## src/design/pci_pkg.sv

```systemverilog
// package for the palette colour indexer: shared types, widths and defaults
// no dependencies; imported by the interfaces and by every module of the block
`default_nettype none

package pci_pkg;

    // channel field widths
    localparam int CH_W        = 8;
    localparam int COLOR_W     = 3 * CH_W;
    localparam int IDX_OUT_W   = 8;
    localparam int COUNT_OUT_W = 9;

    // palette depth default, range 2 to 256
    localparam int TABLE_DEPTH_DEF = 256;

    // pixel queue between front and back
    localparam int QUEUE_DEPTH = 2;
    localparam int QPTR_W      = $clog2(QUEUE_DEPTH);
    localparam int QLVL_W      = $clog2(QUEUE_DEPTH + 1);

    typedef logic [COLOR_W-1:0] t_color;

    // head of the pixel queue as seen by the back end
    typedef struct packed {
        logic   valid;
        t_color color;
    } t_queue_head;

endpackage

`default_nettype wire

```

## src/design/pci_if.sv

```systemverilog
// valid/ready channel interfaces for pixels in and palette results out
// depends on pci_pkg for the field widths
`default_nettype none

interface pci_pix_if import pci_pkg::*; ();
    logic            valid;
    logic            ready;
    logic [CH_W-1:0] red;
    logic [CH_W-1:0] green;
    logic [CH_W-1:0] blue;

    modport source (output valid, output red, output green, output blue, input ready);
    modport sink   (input valid, input red, input green, input blue, output ready);
endinterface


`default_nettype wire

```

## src/design/pci_front.sv

```systemverilog
// front end: accepts pixel transactions, packs them into 24-bit colours
// and holds them in a short queue for the search engine; uses pci_pkg, pci_pix_if
`default_nettype none

module pci_front import pci_pkg::*; (
    input  wire logic    i_clk,
    input  wire logic    i_rst_n,
    pci_pix_if.sink      i_pix,
    output t_queue_head  o_head,
    input  wire logic    i_pop
);

    t_color              r_q_color [QUEUE_DEPTH];
    logic [QPTR_W-1:0]   r_wr_ptr;
    logic [QPTR_W-1:0]   r_rd_ptr;
    logic [QLVL_W-1:0]   r_level;
    logic                push;
    logic                pop;

    // queue flow control
    assign i_pix.ready = (r_level != QLVL_W'(QUEUE_DEPTH));
    assign push        = i_pix.valid && i_pix.ready;
    assign pop         = i_pop && (r_level != '0);

    assign o_head.valid = (r_level != '0);
    assign o_head.color = r_q_color[r_rd_ptr];

    // pointers and fill level
    always_ff @(posedge i_clk) begin
        if (!i_rst_n) begin
            r_wr_ptr <= '0;
            r_rd_ptr <= '0;
            r_level  <= '0;
        end else begin
            if (push) begin
                r_wr_ptr <= r_wr_ptr + QPTR_W'(1);
            end
            if (pop) begin
                r_rd_ptr <= r_rd_ptr + QPTR_W'(1);
            end
            if (push && !pop) begin
                r_level <= r_level + QLVL_W'(1);
            end else if (pop && !push) begin
                r_level <= r_level - QLVL_W'(1);
            end
        end
    end

    // packed colour storage, red in the top byte
    always_ff @(posedge i_clk) begin
        if (push) begin
            r_q_color[r_wr_ptr] <= {i_pix.red, i_pix.green, i_pix.blue};
        end
    end

endmodule

`default_nettype wire

```

## src/flat_wrapper.sv

```systemverilog
// flat-port wrapper written by rule: the top's interface ports become plain ports
module pci_front_flat import pci_pkg::*;
  (i_clk, i_rst_n, o_head, i_pop, i_pix_valid, i_pix_red, i_pix_green, i_pix_blue, i_pix_ready);
  pci_pix_if i_pix_i ();
  input  wire logic i_clk;
  input  wire logic i_rst_n;
  output t_queue_head o_head;
  input  wire logic i_pop;
  input wire logic [$bits(i_pix_i.valid)-1:0] i_pix_valid;
  input wire logic [$bits(i_pix_i.red)-1:0] i_pix_red;
  input wire logic [$bits(i_pix_i.green)-1:0] i_pix_green;
  input wire logic [$bits(i_pix_i.blue)-1:0] i_pix_blue;
  output wire logic [$bits(i_pix_i.ready)-1:0] i_pix_ready;
  assign i_pix_i.valid = i_pix_valid;
  assign i_pix_i.red = i_pix_red;
  assign i_pix_i.green = i_pix_green;
  assign i_pix_i.blue = i_pix_blue;
  assign i_pix_ready = i_pix_i.ready;
  pci_front u_core (.i_clk(i_clk), .i_rst_n(i_rst_n), .i_pix(i_pix_i), .o_head(o_head), .i_pop(i_pop));
endmodule
```

## config.mk

```make
export PLATFORM = sky130hd
export DESIGN_NAME = pci_front_flat
export DESIGN_NICKNAME = d
export VERILOG_FILES = /design/src/design/pci_pkg.sv /design/src/design/pci_if.sv /design/src/design/pci_front.sv /design/src/flat_wrapper.sv
export SDC_FILE = /design/constraint.sdc
export NUM_CORES = 1
export LEC_CHECK = 0
export ABC_AREA = 1
export BUFFER_PORTS_ARGS = -buffer_cell sky130_fd_sc_hd__buf_2
export CORE_UTILIZATION = 46
export CTS_CLUSTER_DIAMETER = 30
export CTS_CLUSTER_SIZE = 8
export DETAILED_ROUTE_END_ITERATION = 10
export GPL_TIMING_DRIVEN = 0
export PLACE_DENSITY = 0.74
export SLEW_MARGIN = 40
export SYNTH_ARGS = -nofsm -noshare
export SYNTH_HDL_FRONTEND = slang
export SYNTH_SLANG_ARGS = --single-unit
```

## constraint.sdc

```tcl
create_clock -name i_clk -period 1.8 [get_ports i_clk]
set_input_delay 0.36 -clock i_clk [delete_from_list [all_inputs] [get_ports i_clk]]
set_output_delay 0.36 -clock i_clk [all_outputs]
set_load 0.05 [all_outputs]
```

Word-level counts from Yosys, hierarchy flattened
Memory sizes are Yosys's and may differ from the RTL's. A register that Yosys moved wholly into a read port is not among the register bits.
Index checks and enable logic that the tools add are counted.
{"block": "op_classes", "add_sub_neg": 4, "div": 0, "n_reduce_logical": 8, "bitwise": 0, "eq_ne": 1, "shift": 0, "n_mul": 0, "n_mux": 6, "n_lt_le_gt_ge": 0}
{"operator": "1-bit logical AND", "count": 4}
{"operator": "1-bit 2-to-1 mux", "count": 4}
{"operator": "2-bit 2-to-1 mux", "count": 2}
{"operator": "2-bit nonzero test", "count": 2}
{"operator": "1-bit adder, second input constant", "count": 2}
{"operator": "2-bit by 1-bit adder with 2-bit output, second input constant", "count": 1}
{"operator": "1-bit zero test", "count": 2}
{"operator": "2-bit != test, second input constant", "count": 1}
{"operator": "2-bit by 1-bit subtractor with 2-bit output, second input constant", "count": 1}
{"block": "word_totals", "ramBits": 48, "out_inout_bits": 26, "inputBits": 28, "mem_bits_ro": 0, "word_cells": 23, "regBits": 4, "mem_count": 1, "latchBits": 0}
{"name": "u_core.r_q_color", "words": 2, "word_bits": 24, "read_ports": 1, "rd_ports_with_merged_regs": 1, "write_ports": 1, "line": "pci_front.sv:13", "source": "t_color r_q_color [QUEUE_DEPTH];"}

Longest topological paths before layout
{"block": "depth", "ltp_word": 6, "mapped_depth": 11, "ltp_nobuf": 11}

Least setup slack after synthesis
Ideal clock, no wire load.
{"block": "synth_timing", "path_kind": "register to register", "start": "register u_core.r_level[0]", "end": "memory u_core.r_q_color[0][0] (netlist bit), enable pin", "setup_slack_ns": -0.543, "arrival_ns": 1.938, "n_path_buf": 0, "period_less_slack_ns": 2.343, "stages_incl_launch_ff": 5, "t_required_ns": 1.395, "setup_time_ns": 0.405, "path_cell_list": "dfxtp_1 inv_2 nand2_1 nand2_2 nor2_1"}
{"block": "synth_via", "elab_chain_len": 4}
{"element": "start, declared", "line": "pci_front.sv:16", "source": "logic [QLVL_W-1:0] r_level;"}
{"element": "start signal, assigned", "line": "pci_front.sv:42", "source": "r_level <= r_level + QLVL_W'(1);"}
{"element": "start signal, assigned", "line": "pci_front.sv:44", "source": "r_level <= r_level - QLVL_W'(1);"}
{"element": "2-bit != test", "line": "pci_front.sv:21", "source": "assign i_pix.ready = (r_level != QLVL_W'(QUEUE_DEPTH));"}
{"element": "via i_pix_ready", "line": "flat_wrapper.sv:13", "source": "output wire logic [$bits(i_pix_i.ready)-1:0] i_pix_ready;"}
{"element": "1-bit logical AND", "line": "pci_front.sv:22", "source": "assign push = i_pix.valid && i_pix.ready;"}
{"element": "1-bit 2-to-1 mux", "line": "pci_front.sv:51", "source": "if (push) begin"}
{"element": "1-bit 2-to-1 mux (not written as such)", "line": "pci_front.sv:52", "source": "r_q_color[r_wr_ptr] <= {i_pix.red, i_pix.green, i_pix.blue};"}
{"element": "end, declared", "line": "pci_front.sv:13"}
The timed path passes the listed nets, and every way through them passes these cells.

==> impl_results.md <==
* Met1 GRT Util at 0.1605
* Worst slew margin at 0.5212
* Ant diodes at 0
* Leading area contributor after synthesis: edfxtp_1
* Chip height at between 60 and 70 µm
* Clock Pin Slew Worst Setup and Hold Paths at approximately 0.09 ns
* Kind of critical path: register to output pin
* Port bufs at 53
* Slew at the pin closest to its max-slew limit at ~0.72 ns
* Synth Area per Inst at between 15 and 20 µm²
* Final #Nets at roughly 200
* Core footprint at 0.004354 mm²
* Max clock buf depth at 2
* Critical path cell sequence: buf_6 -> buf_12 -> mux2_4 -> buf_6
* Setup violators final at 0
* Post-route insts no fill at around 230
* Die W at just under 70 µm
* Worst Setup Start Kind: register
* Antenna-violating nets left at 0
* Critical-path top delay cell: dfxtp_1
* GR Overflow Total at 0
* CTS tree: built
* CP max FO at 10
* Post-synth EDFFs at 48
* Number of synthesized register bits at 53
* CTS H-tree lvls at 2
* Detailed-router iteration count before antenna repair at 4
* # Max-Cap Violations at 0
* Final core occ at 0.6046
* Crit path capture type: output pin
* Hold Crit Class: input pin to register
* GRT Resource Usage Total at 0.1448
* Die ar. at between 0.004 and 0.005 mm²
* Ranking of synthesized cells by area: edfxtp_1, mux2_4, dfxtp_1
* CP required at roughly 1.4 ns
* Max stage delay on crit path at 0.33 ns
* Total CTS buffers at 5
* Final WL at around 3.2 mm
* Drt wl/cell at 14.33 µm
* Sequential area share after synthesis at 0.7408
* GRT Max-Usage Layer: met2
* Share of the synthesized area in the top cell type at 0.6927
* Syn-to-layout area delta at 26.52%
* Via count of the first global-routing pass at around 1100
* Peak supply drop at between 0.9 and 1 mV
* Post-DP HPWL at between 2 and 2.5 mm
* Starting Density at 0.4779
* Crit-path most repeated cell: buf_6
* Total Power at about 0.004 W
* Boundary pin count at between 50 and 60
* Max-slew violations at 0
* Final Cycle Share at 0.9620
* Mapped cell area at roughly 0.0021 mm²
* Final Skew at around 0.007 ns
* Post-synth top flop: edfxtp_1
* Placer Congestion at 0.6566
* Dpl cells at 217
* Grt met3 use at 0.04215
* FMAX at just under 600 MHz
* Synth Instances at about 110
* Met2 usage at 0.2492
* Drt drc at 0
* Initial drt markers at 65
* Leakage at ~1.1 nW
* Hold_sp: i_pix_blue[1]
* Wire length of the first global-routing pass at around 5.3 mm
* Status: finished, final reports clean
* Finished Cell Area at between 0.002 and 0.003 mm²
* Yosys cell types at 17
* Share of layout cells above drive strength 1 at 0.5202
* Root Driver: clkbuf_8
* CTS Sinks at 53
* Avg Vias per Cell at ~4.8
* Antenna violations before repair at 0
* Asr flop ratio synth at 0
* Crit Reg-Reg Startpoint: u_core.r_level[0]$_SDFFE_PN0P_
* Synthesis Warnings at 0
* Final Hold Fails at 0
* Period minus WS final at between 1.5 and 2 ns
* RSZ-0062 raised after global routing: no
* DP Area at between 0.002 and 0.0025 mm²
* Worst-skew pair later-pin latency at just under 0.3 ns
* Pwr/cell area at approximately 1500 mW/mm²
* Critical Path AT at 1.37 ns
* DR vias at roughly 1100
* # fillers at ~330
* Mapped Nets at 141
* Core Rows at 24
* Largest net degree at the start of global routing at 25
## final timing paths
| kind | endpoint | slack (ns) | cells past startpoint |
|---|---|---|---|
| worst min register to register | register | 0.51 | 2 |
| worst max-delay path | o_head[16] | 0.07 | 4 |
| worst max register to register | u_core.r_q_color[1][10]$_DFFE_PP_ | 0.20 | 4 |
| worst min-delay path | u_core.r_q_color[1][1]$_DFFE_PP_ | 0.25 | 1 |
## kinds of logic after synthesis
| group | count (synthesis) | share of synthesized area |
|---|---|---|
| flops | 53 | 0.7408 |
| fa+ha+maj | 1 | 0.006012 |
| compound gates | 4 | 0.01082 |
| buf+inv | 11 | 0.03909 |
| mux | 24 | 0.1660 |
| simple gates | 19 | 0.03728 |
## area by class of cell
type | instances | area [µm²] | area share
Timing Repair Buffer | 53 | 390.4 | 0.1483
Sequential cell | 53 | 1541 | 0.5856
Clock buffer | 5 | 68.82 | 0.02614
Multi-Input combinational cell | 48 | 473.0 | 0.1797
Buffer | 3 | 51.30 | 0.01949
Tap cell | 52 | 65.06 | 0.02471
Clock inverter | 3 | 12.51 | 0.004753
Inverter | 8 | 30.03 | 0.01141
## routing by layer
metal,routed length [µm],vias up,share of wire
met3,149,7,0.046
li1,-,529,-
met5,0,-,0
met1,1270,520,0.39
met4,52,0,0.016
met2,1751,35,0.54
## through the flow
| step | hold slack [ns] | setup slack, ns | setup TNS [ns] |
|---|---|---|---|
| 2_1_floorplan | 0.4589 | -0.1757 | -8.433 |
| 3_3_place_gp | 0.4809 | -0.1053 | -4.983 |
| 3_5_place_dp | 0.4910 | 0.1707 | 0 |
| 4_1_cts | 0.2361 | 0.0009123 | 0 |
| 5_1_grt | 0.2342 | 0.01713 | 0 |
| 6_report | 0.2530 | 0.06836 | 0 |
## timing repair
item | in CTS | in global routing
endpoints found under the setup margin | 2 | 20
gates resized for setup | 2 | 56
setup buffers | 0 | 0
cloned | 0 | 0
hold buffers | 0 | 0
## Yosys cell counts (all sizes together) (2+ instances only)
library cell	instances
buf	3
nor2	8
o21ai	2
inv	8
mux2	24
edfxtp	48
dfxtp	5
nand2	9
## placed cells by master, fill, tap and decap left out, types with 2 or more instances in the layout
cell	synthesis	layout
buf_12	2	2
nor2_4	0	2
edfxtp_1	48	48
buf_2	0	33
inv_1	7	7
mux2_4	20	20
dfxtp_1	5	5
buf_6	1	21
mux2_2	4	4
o21ai_0	2	2
clkinv_1	0	2
clkbuf_8	0	5
nand2_1	8	8
nor2_1	8	6
## registers in the layout, indices dropped and copies added, names as in the netlist, named ones only
register	count
u_core.r_level	2
u_core.r_rd_ptr	1
u_core.r_wr_ptr	1
u_core.r_q_color	48
## report_power, final
part           total (W)  switching, W  leakage (nW)  internal (W)
combinational    0.00172       0.00106         0.521      0.000652
clock           0.000613      0.000350        0.0430      0.000263
sequential       0.00162     0.0000641         0.489       0.00156
total            0.00395       0.00148          1.05       0.00247
## critical path, delay by kind of cell (launching register included)
kind	cells	cell delay (ns)
buf+inv	3	0.44
flops	1	0.33
mux	1	0.31
No activity file was read; power rests on OpenSTA's default activity.
